`src/hw/rtl/mbp_pkg.sv`:
```
// Shared types and constants for the MSB-first bit packer with byte stuffing.
`default_nettype none

package mbp_pkg;

  localparam logic       FUNC_WRITE   = 1'b0;
  localparam logic       FUNC_FLUSH   = 1'b1;
  localparam logic [4:0] MAX_CODE_LEN = 5'd16;
  localparam logic [7:0] MARKER_BYTE  = 8'hFF;
  localparam logic [7:0] STUFF_BYTE   = 8'h00;
  localparam logic [4:0] BYTE_BITS    = 5'd8;

  typedef struct packed {
    logic        func;
    logic [15:0] code_bits;
    logic [4:0]  code_len;
  } code_item_t;

  typedef struct packed {
    logic [7:0] out_byte;
    logic       last;
  } pack_item_t;

  typedef enum logic [1:0] {
    ST_IDLE,
    ST_EMIT,
    ST_STUFF
  } state_t;

  // Commands from the controller to the datapath.
  typedef struct packed {
    logic load;       // take a new code item into the accumulator
    logic emit_top;   // move the top accumulator byte to the output register
    logic emit_stuff; // put the stuffed zero byte into the output register
    logic last;       // last flag for the byte being loaded
  } cmd_t;

  // Status from the datapath to the controller.
  typedef struct packed {
    logic has_byte;   // at least eight bits wait in the accumulator
    logic has_two;    // at least sixteen bits wait in the accumulator
    logic top_marker; // top accumulator byte equals the marker byte
    logic out_free;   // output register can take a byte this cycle
  } stat_t;

endpackage

`default_nettype wire

```
`src/hw/rtl/msb_bit_packer_byte_stuffing.sv`:
```
// Top level of the MSB-first bit packer with 0xFF/0x00 byte stuffing.
//
//   Channel   Signals                               Carries
//   code      code_valid, code_stall, code_item     write or flush command
//   pack      pack_valid, pack_stall, pack_item     packed byte with last flag
//
// An item is taken in the idle state and then yields its bytes, at most one
// per cycle into the single-byte output register while it can take a byte.
// An item with no result bytes still goes through the emit state to idle.
// Reset clears the accumulator, the controller and the output valid.
// A stall on the pack side holds the controller; code_stall is high while
// an item's bytes are still being produced.
`default_nettype none

module msb_bit_packer_byte_stuffing (
  input  wire logic                clk,
  input  wire logic                rst,
  input  wire logic                code_valid,
  output logic                     code_stall,
  input  wire mbp_pkg::code_item_t code_item,
  output logic                     pack_valid,
  input  wire logic                pack_stall,
  output mbp_pkg::pack_item_t      pack_item
);

  mbp_pkg::cmd_t  cmd;
  mbp_pkg::stat_t stat;

  mbp_ctrl u_ctrl (
    .clk        (clk),
    .rst        (rst),
    .code_valid (code_valid),
    .code_stall (code_stall),
    .stat       (stat),
    .cmd        (cmd)
  );

  mbp_datapath u_datapath (
    .clk        (clk),
    .rst        (rst),
    .code_item  (code_item),
    .cmd        (cmd),
    .stat       (stat),
    .pack_valid (pack_valid),
    .pack_stall (pack_stall),
    .pack_item  (pack_item)
  );

  // A transferred marker byte is followed at once by the stuffed zero byte.
  a_stuff_follows: assert property (@(posedge clk) disable iff (rst)
    pack_valid && !pack_stall && pack_item.out_byte == mbp_pkg::MARKER_BYTE
    |=> pack_valid && pack_item.out_byte == mbp_pkg::STUFF_BYTE)
    else $error("stuffed zero byte missing after marker byte");

  // A marker byte never ends an item's output.
  a_marker_not_last: assert property (@(posedge clk) disable iff (rst)
    pack_valid && pack_item.out_byte == mbp_pkg::MARKER_BYTE |-> !pack_item.last)
    else $error("marker byte flagged as last");

  // After an accepted item the block is busy producing its bytes.
  a_busy_after_accept: assert property (@(posedge clk) disable iff (rst)
    code_valid && !code_stall |=> code_stall)
    else $error("new item taken while previous item still in progress");

endmodule

`default_nettype wire

```
`src/hw/rtl/mbp_datapath.sv`:
```
// Datapath: bit accumulator, byte extraction and output register.
`default_nettype none

module mbp_datapath (
  input  wire logic               clk,
  input  wire logic               rst,
  input  wire mbp_pkg::code_item_t code_item,
  input  wire mbp_pkg::cmd_t      cmd,
  output mbp_pkg::stat_t          stat,
  output logic                    pack_valid,
  input  wire logic               pack_stall,
  output mbp_pkg::pack_item_t     pack_item
);

  // Valid bits sit at the top of acc; cnt counts them (at most 23).
  logic [23:0] acc;
  logic [23:0] acc_next;
  logic [4:0]  cnt;
  logic [4:0]  cnt_next;
  logic [4:0]  len_sat;
  logic [15:0] code_al;
  logic [7:0]  pad;

  always_comb begin
    len_sat  = (code_item.code_len > mbp_pkg::MAX_CODE_LEN) ? mbp_pkg::MAX_CODE_LEN
                                                             : code_item.code_len;
    // Left-align the used code bits; the unused upper bits drop off the top.
    code_al  = code_item.code_bits << (mbp_pkg::MAX_CODE_LEN - len_sat);
    pad      = 8'hFF >> cnt[2:0];
    acc_next = acc;
    cnt_next = cnt;
    priority if (cmd.load) begin
      if (code_item.func == mbp_pkg::FUNC_WRITE) begin
        acc_next = acc | ({code_al, 8'h00} >> cnt[2:0]);
        cnt_next = cnt + len_sat;
      end else if (cnt != 5'd0) begin
        acc_next = acc | {pad, 16'h0000};
        cnt_next = mbp_pkg::BYTE_BITS;
      end
    end else if (cmd.emit_top) begin
      acc_next = {acc[15:0], 8'h00};
      cnt_next = cnt - mbp_pkg::BYTE_BITS;
    end
  end

  always_ff @(posedge clk) begin
    if (rst) begin
      acc <= '0;
      cnt <= '0;
    end else begin
      acc <= acc_next;
      cnt <= cnt_next;
    end
  end

  always_ff @(posedge clk) begin
    if (rst) begin
      pack_valid <= 1'b0;
    end else if (cmd.emit_top || cmd.emit_stuff) begin
      pack_valid <= 1'b1;
    end else if (!pack_stall) begin
      pack_valid <= 1'b0;
    end
  end

  always_ff @(posedge clk) begin
    if (cmd.emit_top) begin
      pack_item.out_byte <= acc[23:16];
      pack_item.last     <= cmd.last;
    end else if (cmd.emit_stuff) begin
      pack_item.out_byte <= mbp_pkg::STUFF_BYTE;
      pack_item.last     <= cmd.last;
    end
  end

  always_comb begin
    stat.has_byte   = (cnt[4:3] != 2'b00);
    stat.has_two    = cnt[4];
    stat.top_marker = (acc[23:16] == mbp_pkg::MARKER_BYTE);
    stat.out_free   = !pack_valid || !pack_stall;
  end

endmodule

`default_nettype wire

```
`src/hw/rtl/mbp_ctrl.sv`:
```
// Controller: sequences loading, byte emission and zero stuffing.
`default_nettype none

module mbp_ctrl (
  input  wire logic           clk,
  input  wire logic           rst,
  input  wire logic           code_valid,
  output logic                code_stall,
  input  wire mbp_pkg::stat_t stat,
  output mbp_pkg::cmd_t       cmd
);

  mbp_pkg::state_t state;
  mbp_pkg::state_t state_next;

  always_ff @(posedge clk) begin
    if (rst) begin
      state <= mbp_pkg::ST_IDLE;
    end else begin
      state <= state_next;
    end
  end

  always_comb begin
    state_next = state;
    cmd        = '0;
    code_stall = (state != mbp_pkg::ST_IDLE);
    unique case (state)
      mbp_pkg::ST_IDLE: begin
        if (code_valid) begin
          cmd.load   = 1'b1;
          state_next = mbp_pkg::ST_EMIT;
        end
      end
      mbp_pkg::ST_EMIT: begin
        if (!stat.has_byte) begin
          state_next = mbp_pkg::ST_IDLE;
        end else if (stat.out_free) begin
          cmd.emit_top = 1'b1;
          // Last only when no stuffed byte and no further full byte follow.
          cmd.last     = !stat.top_marker && !stat.has_two;
          if (stat.top_marker) begin
            state_next = mbp_pkg::ST_STUFF;
          end else if (!stat.has_two) begin
            state_next = mbp_pkg::ST_IDLE;
          end
        end
      end
      mbp_pkg::ST_STUFF: begin
        if (stat.out_free) begin
          cmd.emit_stuff = 1'b1;
          cmd.last       = !stat.has_byte;
          state_next     = stat.has_byte ? mbp_pkg::ST_EMIT : mbp_pkg::ST_IDLE;
        end
      end
      default: begin
        state_next = mbp_pkg::ST_IDLE;
      end
    endcase
  end

endmodule

`default_nettype wire
```
`config.mk`:
```
export PLATFORM = sky130hd
export DESIGN_NAME = msb_bit_packer_byte_stuffing
export DESIGN_NICKNAME = d
export VERILOG_FILES = /design/src/hw/rtl/mbp_pkg.sv /design/src/hw/rtl/msb_bit_packer_byte_stuffing.sv /design/src/hw/rtl/mbp_datapath.sv /design/src/hw/rtl/mbp_ctrl.sv
export SDC_FILE = /design/constraint.sdc
export NUM_CORES = 1
export LEC_CHECK = 0
export ABC_AREA = 1
export BUFFER_PORTS_ARGS = -buffer_cell sky130_fd_sc_hd__buf_2
export CAP_MARGIN = 20
export CORE_MARGIN = 2
export CORE_UTILIZATION = 55
export CTS_BUF_LIST = sky130_fd_sc_hd__clkbuf_2
export CTS_CLUSTER_DIAMETER = 200
export DETAILED_ROUTE_END_ITERATION = 7
export GPL_TIMING_DRIVEN = 0
export PLACE_DENSITY = 0.75
export SETUP_SLACK_MARGIN = 0.5
export SLEW_MARGIN = 20
export SYNTH_ARGS = -nofsm -noshare
export SYNTH_HDL_FRONTEND = slang
export SYNTH_SLANG_ARGS = --single-unit
```
`constraint.sdc`:
```
create_clock -name clk -period 8.7 [get_ports clk]
set_clock_uncertainty 0.2 [all_clocks]
set_input_delay 1.305 -clock clk [delete_from_list [all_inputs] [get_ports clk]]
set_output_delay 1.305 -clock clk [all_outputs]
set_load 0.01 [all_outputs]
```
==> results of run 1 <==
-- flip-flops by register name (all words and copies together) (netlist names) --
name and flops:
u_datapath.cnt 5, u_ctrl.state 2, u_datapath.pack_valid 1, u_datapath.acc 23, u_datapath.pack_item 9
-- metrics by stage --
stage	util [%]	worst slack [ps]
finish	63.27	4652
global placement	62.23	4344
floorplan	-	4936
global route	63.27	4324
CTS	63.27	4696
detailed placement	62.23	4264
-- area by class of cell --
cell class	count	area [um2]
well taps	75	93.84
flip-flops and latches	40	890.9
plain buffers	26	141.4
clock inverters	3	37.54
inverters	69	261.5
fillers	623	2213
repair buffers	36	180.2
multi-input cells	420	2182
clock buffers	5	25.02
-- placed cells by master, fill, tap and decap left out, types with 9 or more instances in the layout --
master / count
a21oi_1: 27
buf_2: 44
clkbuf_1: 11
clkinv_1: 9
dfxtp_1: 31
edfxtp_1: 9
ha_1: 9
inv_1: 58
nand2_1: 114
nand3_1: 147
nand4_1: 13
nor2_1: 36
o21ai_0: 15
-- logic make-up after synthesis --
group / count (synthesis) / share of synthesized area [%]
fa+ha+maj: 9 / 3.240
xor+xnor: 3 / 1.296
buf+inv: 95 / 11.59
flops: 40 / 25.63
compound gates: 80 / 14.26
simple gates: 328 / 43.99
-- routing by layer --
| layer | track usage, % | share of wire [%] | up-vias |
|---|---|---|---|
| met5 | 0 | 0 | - |
| met4 | 7.038 | 1.5 | 0 |
| met3 | 4.748 | 7.6 | 25 |
| met2 | 46.70 | 45 | 189 |
| met1 | 38.74 | 46 | 1897 |
| li1 | - | - | 1996 |
-- power by group through the flow --
stage               Combinational [mW]  Clock, mW  Sequential (mW)
finish                           0.284      0.110            0.248
global route                     0.317      0.117            0.252
CTS                              0.279      0.108            0.247
detailed placement               0.278          0            0.252
global placement                 0.271          0            0.251
floorplan                        0.204          0            0.248
-- worst max-delay path, delay by kind of cell --
kind | cells | cell delay (ps)
and+or+nand+nor | 13 | 1440
AOI/OAI and AO/OA | 1 | 110
adders and majority gates | 1 | 280
buffers and inverters | 5 | 1060
-- final timing paths --
kind | endpoint | start | cells after the start
min | u_datapath.acc[8]$_SDFFE_PP0P_ | u_datapath.acc[8]$_SDFFE_PP0P_ | 2
max | u_datapath.acc[16]$_SDFFE_PP0P_ | code_item[2] | 20
max reg2reg | u_datapath.cnt[3]$_SDFFE_PP0P_ | u_datapath.cnt[4]$_SDFFE_PP0P_ | 12
min reg2reg | u_datapath.acc[8]$_SDFFE_PP0P_ | u_datapath.acc[8]$_SDFFE_PP0P_ | 2
==> qor.txt, run 1 <==
via/cell ratio = 6.093
sw power = 275.0 uW
Yosys reg bits = 40
worst hold path type = reg -> reg
max-slew violation count = 0
DRC violations left = 0
RSZ-0062 raised after global routing = false
Final setup violation count = 0
Combinational Power Share = 44.3%
Max Cap Viol = 0
Max VDD drop = 0.0001116 V
status = finished, final reports clean
TritonCTS buffer count = 5
commonest cells in the netlist = nand3_1 (147), nand2_1 (114), inv_1 (58)
top_reg_cell synth = dfxtp_1
CP required = 8860 ps
Overflow after GRT = 0
Worst Tran Pin Value = 736.5 ps
DIE WIDTH = 83.50 um
Lkg Pwr = 1.743 nW
area growth from synthesis to layout = 9.683%
sequential fraction of design power = 38.6%
Synth warnings = 0
GRT Util Overall = 28.31%
Buffers on Ports = 36
Top cell by count, worst path = nand3_1
Setup crit start kind = input pin
Design Area, Final = 3812 um2
I/O pin count = 37
Die Height = 83.50 um
count leader, synth = nand3_1
flop2flop setup slack = 5900 ps
nets@finish = 633
Final Non-Filler Cells = 674
number of flops mapped to enable cells by yosys = 9
Initial Util = 57.68%
Critical-path top delay cell = clkbuf_1
first-pass GRT wire length = 16.54 mm
later-pin clock latency in the skew report = 420 ps
Sw Ratio = 42.80%
# resized after CTS = 0
Max-slew headroom = 50.72%
Initial DRC Count = 324
row count = 28
top cells by area, synth = nand3_1 (21%), dfxtp_1 (18%), nand2_1 (12%), edfxtp_1 (7.8%), inv_1 (6.3%)
Placer Congestion = 0.9138
Worst Hold Slack = 280.6 ps
Placed Instances = 666
number of global-route vias before repair = 3,712
Worst Setup End Kind = register
post-cts hold buffer count = 0
Final period util = 46.53%
Syn Area/Cell = 6.263 um2
clock tree buffer depth = 2
Synth area leader = nand3_1
pwr dens = 168.5 nW/um2
register area share after synthesis = 25.63%
crit path cell chain = buf_2 -> nor2_2 -> nand2_1 -> nand2_4 -> nand2_4 -> buf_4 -> ha_1 -> clkbuf_1 -> inv_1 -> clkbuf_1 -> nand3_1 -> nand3_1 -> nand3_1 -> nand3_1 -> nand2_1 -> nand2_1 -> nand3_1 -> nand3_1 -> nand2_1 -> a21oi_1
Clock Sinks = 40
total chip power = 642.4 uW
number of diodes = 0
final hold viol count = 0
share of layout cells above drive strength 1 = 12.69%
Period minus WS final = 4048 ps
Core Area = 6026 um2
TritonCTS clock tree = yes
Mapped Nets = 590
Root Buffer = clkbuf_2
H-tree lvl count = 2
Post-Syn Area = 3476 um2
CP peak stage delay = 390 ps
DP HPWL = 8.002 mm
Worst-path clk slew = 190 ps
Pre-antenna DRT Iters = 6
initial antenna violation count = 0
Post-Syn Instances = 555
antenna viol nets, final = 0
total wire length = 9.982 mm
critical path type = in -> reg
Fin Setup TNS = 0 ps
Die ar. = 6971 um2
drt wl/cell = 14.81 um
maximum fanout along the worst path = 10
FFs w/ async S/R, synth = 0%
DP Area = 3750 um2
synth unique cells = 45
postcts setup bufs = 0
Arrival @ worst endpoint = 4210 ps
Clk network pwr share = 17.1%
Vias = 4,107
largest net degree at the start of global routing = 13
post-synth top area share = 21.17%
internal power = 367.5 uW
Fmax = 247.0 MHz
(Power assumes the default switching activity.)
==> run 2, diff against run 1 <==
==> constraint.sdc (replaced) <==
create_clock -name clk -period 4.2 [get_ports clk]
set_clock_uncertainty 0.2 [all_clocks]
set_input_delay 0.63 -clock clk [delete_from_list [all_inputs] [get_ports clk]]
set_output_delay 0.63 -clock clk [all_outputs]
set_load 0.01 [all_outputs]
==> qor.txt, run 2 (same netlist as run 1, synthesis figures left out) <==
nets@finish = 633 (unchanged)
H-tree lvl count = 2 (unchanged)
RR Endpoint = u_datapath.cnt[3]$_SDFFE_PP0P_ (unchanged)
commonest cells after routing, fill and taps aside = nand3_1 (147), nand2_1 (114), inv_1 (58), buf_2 (44), nor2_1 (36) (unchanged)
Pre-antenna DRT Iters = 7 (was 6)
I/O pin count = 37 (unchanged)
GRT Util Overall = 28.31% (unchanged)
CP peak stage delay = 280 ps (was 390 ps)
Root Buffer = clkbuf_2 (unchanged)
Largest Register = u_datapath.acc (unchanged)
final core occ = 63.29% (was 63.27%)
Placed Instances = 666 (unchanged)
critical path type = in -> reg (unchanged)
FF-to-FF Start = u_datapath.cnt[4]$_SDFFE_PP0P_ (unchanged)
DRC violations left = 0 (unchanged)
Design Area, Final = 3814 um2 (was 3812 um2)
maximum fanout along the worst path = 10 (unchanged)
Max VDD drop = 0.0002314 V (was 0.0001116 V)
Worst-path clk slew = 190 ps (about the same)
RSZ-0062 raised after global routing = false (unchanged)
max reg flops = 23 (unchanged)
crit path cell chain = buf_2 -> nor2_2 -> nand2_1 -> nand2_4 -> nand2_4 -> buf_4 -> ha_1 -> clkbuf_1 -> inv_1 -> clkbuf_2 -> nand3_1 -> nand3_1 -> a21oi_1 -> nand3_1 -> nand3_1 -> nand3_1 -> nand3_1 -> nand2_1 -> a21oi_1 (was buf_2 -> nor2_2 -> nand2_1 -> nand2_4 -> nand2_4 -> buf_4 -> ha_1 -> clkbuf_1 -> inv_1 -> clkbuf_1 -> nand3_1 -> nand3_1 -> nand3_1 -> nand3_1 -> nand2_1 -> nand2_1 -> nand3_1 -> nand3_1 -> nand2_1 -> a21oi_1)
Die ar. = 6971 um2 (unchanged)
via/cell ratio = 6.096 (was 6.093)
DIE WIDTH = 83.50 um (unchanged)
Critical-path top delay cell = ha_1 (was clkbuf_1)
Initial Util = 57.68% (unchanged)
first-pass GRT wire length = 16.54 mm (unchanged)
Worst Hold Slack = 280.4 ps (was 280.6 ps)
Final setup violation count = 0 (unchanged)
number of diodes = 0 (unchanged)
TritonCTS clock tree = yes (unchanged)
Largest regs = u_datapath.acc (23), u_datapath.pack_item (9), u_datapath.cnt (5) (unchanged)
Top cell by count, worst path = nand3_1 (unchanged)
# resized after CTS = 0 (unchanged)
number of global-route vias before repair = 3,712 (unchanged)
flop2flop setup slack = 1400 ps (was 5900 ps)
post-cts hold buffer count = 0 (unchanged)
Period minus WS final = 3337 ps
Max Cap Viol = 0 (unchanged)
area growth from synthesis to layout = 9.719% (was 9.683%)
largest net degree at the start of global routing = 13 (unchanged)
share of layout cells above drive strength 1 = 12.85% (was 12.69%)
Final Non-Filler Cells = 674 (unchanged)
final hold viol count = 0 (unchanged)
worst hold path type = reg -> reg (unchanged)
Lkg Pwr = 1.746 nW (was 1.743 nW)
Final period util = 79.46%
postcts setup bufs = 0 (unchanged)
Fin Setup TNS = 0 ps (unchanged)
Critical path origin = code_item[2] (unchanged)
pwr dens = 348.7 nW/um2 (was 168.5 nW/um2)
CP required = 4350 ps (was 8860 ps)
DP Area = 3750 um2 (unchanged)
drt wl/cell = 14.83 um (was 14.81 um)
max-slew violation count = 0 (unchanged)
Placer Congestion = 0.9138 (unchanged)
Filler Cell Count = 622 (was 623)
DP HPWL = 8.002 mm (unchanged)
status = finished, final reports clean (unchanged)
antenna viol nets, final = 0 (unchanged)
total wire length = 9.997 mm (was 9.982 mm)
Critical Path End = u_datapath.acc[16]$_SDFFE_PP0P_ (unchanged)
Multi-input gate area = 2182 um2 (unchanged)
Fmax = 299.6 MHz
Worst Tran Pin Value = 736.7 ps (was 736.5 ps)
Worst Setup End Kind = register (unchanged)
Clock Sinks = 40 (unchanged)
Die Height = 83.50 um (unchanged)
Initial DRC Count = 393 (was 324)
most common cell after layout, fill and taps aside = nand3_1 (unchanged)
TritonCTS buffer count = 5 (unchanged)
Overflow after GRT = 0 (unchanged)
Buffers on Ports = 36 (unchanged)
Core Area = 6026 um2 (unchanged)
Reg area = 890.9 um2 (unchanged)
row count = 28 (unchanged)
worst reg-to-reg path cell count = 12 (unchanged)
Setup crit start kind = input pin (unchanged)
Vias = 4,109 (was 4,107)
initial antenna violation count = 0 (unchanged)
clock tree buffer depth = 2 (unchanged)
Max-slew headroom = 50.71% (was 50.72%)
Arrival @ worst endpoint = 3490 ps (was 4210 ps)
later-pin clock latency in the skew report = 410 ps (was 420 ps)
[run 2: cell types whose count changed in the layout (fill, tap and decap cells not counted)]
cell and delta:
clkbuf_1 -1, clkbuf_2 +1
[run 2: stage by stage]
step | total power [mW] | setup slack [ps]
final | 1.330 | 862.5
after global routing | 1.422 | 689.7
after CTS | 1.314 | 870.6
after detailed placement | 1.096 | 439.5
after global placement | 1.081 | 518.7
after floorplan | 0.9372 | 1111
[run 2: critical path, delay by kind of cell]
| family | cells | cell delay [ps] |
|---|---|---|
| buffers and inverters | 5 | 970 |
| and+or+nand+nor | 11 | 1230 |
| AOI/OAI and AO/OA | 2 | 360 |
| adders and majority gates | 1 | 280 |
[run 2: how the worst min path moves through the flow]
stage                                         from                             end  cells after the start
detailed placement  u_datapath.acc[3]$_SDFFE_PP0P_  u_datapath.acc[3]$_SDFFE_PP0P_                      2
global placement    u_datapath.acc[2]$_SDFFE_PP0P_  u_datapath.acc[2]$_SDFFE_PP0P_                      2
CTS                 u_datapath.acc[3]$_SDFFE_PP0P_  u_datapath.acc[3]$_SDFFE_PP0P_                      2
floorplan           u_datapath.acc[2]$_SDFFE_PP0P_  u_datapath.acc[2]$_SDFFE_PP0P_                      2
global route        u_datapath.acc[3]$_SDFFE_PP0P_  u_datapath.acc[3]$_SDFFE_PP0P_                      2
finish              u_datapath.acc[8]$_SDFFE_PP0P_  u_datapath.acc[8]$_SDFFE_PP0P_                      2
[run 2: power by group]
group          internal, mW  total, mW  switching [mW]
Sequential            0.464      0.514          0.0505
Clock                0.0970      0.225           0.128
Combinational         0.201      0.591           0.390
[run 2: layout make-up]
type	instances	area share (%)
Clock buffer	5	0.6562
Buffer	26	3.740
Tap cell	75	2.461
Timing Repair Buffer	36	4.724
Clock inverter	3	0.9843
Sequential cell	40	23.36
Inverter	69	6.857
Multi-Input combinational cell	420	57.22
[run 2: per-layer routing]
layer	GRT usage [%]	share of wire, %
met5	0	0
met4	7.038	1.4
met3	4.748	8.4
met2	46.70	45
met1	38.74	45
==> run 3, diff against run 2 <==
--- a/config.mk
+++ b/config.mk
@@ -14,7 +14,7 @@
 export CTS_CLUSTER_DIAMETER = 200
 export DETAILED_ROUTE_END_ITERATION = 7
 export GPL_TIMING_DRIVEN = 0
-export PLACE_DENSITY = 0.75
+export PLACE_DENSITY = 0.78
 export SETUP_SLACK_MARGIN = 0.5
 export SLEW_MARGIN = 20
 export SYNTH_ARGS = -nofsm -noshare
==> constraint.sdc (replaced) <==
create_clock -name clk -period 2.9 [get_ports clk]
set_clock_uncertainty 0.2 [all_clocks]
set_input_delay 0.435 -clock clk [delete_from_list [all_inputs] [get_ports clk]]
set_output_delay 0.435 -clock clk [all_outputs]
set_load 0.01 [all_outputs]
==> qor.txt, run 3 (same netlist as run 1, synthesis figures left out) <==
H-tree lvl count = 2 (unchanged)
max reg flops = 23 (unchanged)
Filler Cell Count = 516 (was 622)
Buffers on Ports = 36 (unchanged)
largest net degree at the start of global routing = 14 (was 13)
Fin Setup TNS = 0 ps (unchanged)
FF-to-FF Start = u_ctrl.state[1]$_SDFFE_PP0P_ (was u_datapath.cnt[4]$_SDFFE_PP0P_)
Initial DRC Count = 449 (was 393)
Clock Sinks = 40 (unchanged)
RR Endpoint = u_datapath.cnt[4]$_SDFFE_PP0P_ (was u_datapath.cnt[3]$_SDFFE_PP0P_)
Worst Tran Pin Value = 854.6 ps (was 736.7 ps)
Max Cap Viol = 0 (unchanged)
M2 GR Usage = 48.17% (was 46.70%)
GR Util met3 = 4.055% (was 4.748%)
Pre-antenna DRT Iters = 5 (was 7)
CP Buf/Inv Count = 4 (was 5)
share of layout cells above drive strength 1 = 30.86% (was 12.85%)
Setup Slack @ Placement = -109.9 ps (was 439.5 ps)
Largest regs = u_datapath.acc (23), u_datapath.pack_item (9), u_datapath.cnt (5) (unchanged)
crit path cell chain = buf_8 -> nor2_4 -> nand2_2 -> nand2_4 -> nand2_4 -> buf_8 -> ha_4 -> clkbuf_16 -> clkbuf_8 -> nand3_1 -> nand3_1 -> nand3_2 -> nand3_1 -> nand2_2 -> nand2_1 -> nand3_1 -> nand2_1 -> nand2_1 -> a21oi_2 (was buf_2 -> nor2_2 -> nand2_1 -> nand2_4 -> nand2_4 -> buf_4 -> ha_1 -> clkbuf_1 -> inv_1 -> clkbuf_2 -> nand3_1 -> nand3_1 -> a21oi_1 -> nand3_1 -> nand3_1 -> nand3_1 -> nand3_1 -> nand2_1 -> a21oi_1)
Max VDD drop = 0.0004378 V (was 0.0002314 V)
drt wl/cell = 16.10 um (was 14.83 um)
Top Usage Layer GRT = met2 (unchanged)
GRT met1 Usage = 43.92% (was 38.74%)
Core Area = 6026 um2 (unchanged)
total wire length = 11.17 mm (was 9.997 mm)
CP peak stage delay = 260 ps (was 280 ps)
status = finished, final reports clean (unchanged)
Fmax = 418.3 MHz
flop2flop setup slack = 630 ps (was 1400 ps)
worst hold path type = in -> reg (was reg -> reg)
Initial Util = 57.68% (unchanged)
Overflow after GRT = 0 (unchanged)
Critical-path top delay cell = ha_4 (was ha_1)
maximum fanout along the worst path = 10 (unchanged)
Worst Setup End Kind = register (unchanged)
via/cell ratio = 6.056 (was 6.096)
Die ar. = 6971 um2 (unchanged)
GRT Util Overall = 31.12% (was 28.31%)
worst hold start = rst (was u_datapath.acc[8]$_SDFFE_PP0P_)
largest delay contributor family on the critical path = simple AND/OR/NAND/NOR gates (unchanged)
Lkg Pwr = 2.015 nW (was 1.746 nW)
Top cell by count, worst path = nand3_1 (unchanged)
CP required = 3080 ps (was 4350 ps)
DP HPWL = 8.449 mm (was 8.002 mm)
critical path type = in -> reg (unchanged)
Final period util = 82.44%
antenna viol nets, final = 0 (unchanged)
RSZ-0062 raised after global routing = true (was false)
final hold viol count = 0 (unchanged)
first-pass GRT wire length = 17.96 mm (was 16.54 mm)
clock tree buffer depth = 2 (unchanged)
nets@finish = 653 (was 633)
Arrival @ worst endpoint = 2570 ps (was 3490 ps)
DRC violations left = 0 (unchanged)
number of global-route vias before repair = 3,888 (was 3,712)
TritonCTS buffer count = 5 (unchanged)
Placer Congestion = 0.9396 (was 0.9138)
max-slew violation count = 0 (unchanged)
Max-slew headroom = 42.82% (was 50.71%)
most common cell after layout, fill and taps aside = nand2_1 (was nand3_1)
Setup crit start kind = input pin (unchanged)
post-cts hold buffer count = 0 (unchanged)
I/O pin count = 37 (unchanged)
initial antenna violation count = 0 (unchanged)
DP Area = 3930 um2 (was 3750 um2)
Root Buffer = clkbuf_2 (unchanged)
DIE WIDTH = 83.50 um (unchanged)
row count = 28 (unchanged)
Hold Crit Endpoint = u_datapath.acc[14]$_SDFFE_PP0P_ (was u_datapath.acc[8]$_SDFFE_PP0P_)
Vias = 4,203 (was 4,109)
Final setup violation count = 0 (unchanged)
Die Height = 83.50 um (unchanged)
Worst-path clk slew = 230 ps (was 190 ps)
Largest Register = u_datapath.acc (unchanged)
area growth from synthesis to layout = 29.66% (was 9.719%)
Period minus WS final = 2391 ps
worst reg-to-reg path cell count = 7 (was 12)
TritonCTS clock tree = yes (unchanged)
number of diodes = 0 (unchanged)
Design Area, Final = 4507 um2 (was 3814 um2)
Worst Slack Setup Final = 509.2 ps (was 862.5 ps)
pwr dens = 465.5 nW/um2 (was 348.7 nW/um2)
Hold Crit Depth = 4 (was 2)
later-pin clock latency in the skew report = 420 ps (was 410 ps)
commonest cells after routing, fill and taps aside = nand2_1 (100), nand3_1 (96), inv_1 (57), nand3_2 (49), buf_2 (41) (was nand3_1 (147), nand2_1 (114), inv_1 (58), buf_2 (44), nor2_1 (36))
[run 3: changes by cell type in the layout (fill, tap and decap cells not counted), sizes merged]
cell      delta
inv          +3
clkbuf       +1
clkinv       -4
buf         +20
clkinvlp     +1
bufinv       -1
[run 3: metal layers]
layer	wire, um	share of wire (%)	vias up
li1	-	-	2039
met1	4935	44	1918
met2	5087	46	205
met3	737	6.6	41
met4	410	3.7	0
met5	0	0	-
[run 3: what timing repair did]
| item | CTS | global route |
|---|---|---|
| pin swaps | 13 | 23 |
| setup endpoints to repair | 25 | 25 |
| cloned | 1 | 0 |
| resized for setup | 32 | 64 |
| setup buffers | 5 | 14 |
[run 3: cell type report]
| type | count | area (um2) | share of cell area [%] |
|---|---|---|---|
| Buffer | 26 | 212.7 | 4.720 |
| Clock buffer | 6 | 30.03 | 0.6663 |
| Clock inverter | 2 | 12.51 | 0.2776 |
| Inverter | 69 | 275.3 | 6.108 |
| Multi-Input combinational cell | 420 | 2625 | 58.25 |
| Sequential cell | 40 | 898.4 | 19.93 |
| Tap cell | 75 | 93.84 | 2.082 |
| Timing Repair Buffer | 56 | 359.1 | 7.968 |
[run 3: worst max-delay path by stage]
| stage | from | end | slack, ps | cells past startpoint |
|---|---|---|---|---|
| finish | code_item[1] | u_datapath.acc[20]$_SDFFE_PP0P_ | 510 | 19 |
| global route | code_item[0] | u_datapath.acc[21]$_SDFFE_PP0P_ | 420 | 17 |
| CTS | u_datapath.cnt[4]$_SDFFE_PP0P_ | u_datapath.acc[23]$_SDFFE_PP0P_ | 460 | 11 |
| detailed placement | code_item[2] | u_datapath.acc[20]$_SDFFE_PP0P_ | -110 | 20 |
| global placement | code_item[2] | u_datapath.acc[16]$_SDFFE_PP0P_ | -50 | 20 |
| floorplan | code_item[2] | u_datapath.acc[16]$_SDFFE_PP0P_ | 390 | 19 |
[run 3: worst reg2reg max path: stages (launching register included)]
cell and delay [ps]:
dfxtp_1 380, inv_1 110, ha_1 200, nand2_2 160
nor2_1 250, clkbuf_1 500, nand2_1 130, a221oi_2 260
[run 3: stage by stage]
| step | utilization, % | instances | power (mW) | hold slack, ps |
|---|---|---|---|---|
| floorplan | - | 555 | 1.403 | 230.1 |
| CTS | 68.79 | 680 | 1.955 | 75.26 |
| finish | 74.79 | 694 | 2.098 | 72.90 |
| global route | 74.79 | 694 | 2.234 | 74.58 |
| detailed placement | 65.22 | 666 | 1.653 | 245.1 |
| global placement | 65.22 | 666 | 1.624 | 241.9 |
[run 3: power by group]
group	total [mW]	internal, mW	switching (mW)	leakage (nW)
sequential	0.745	0.676	0.0694	0.339
clock	0.261	0.0614	0.199	0.0290
combinational	1.09	0.405	0.687	1.65
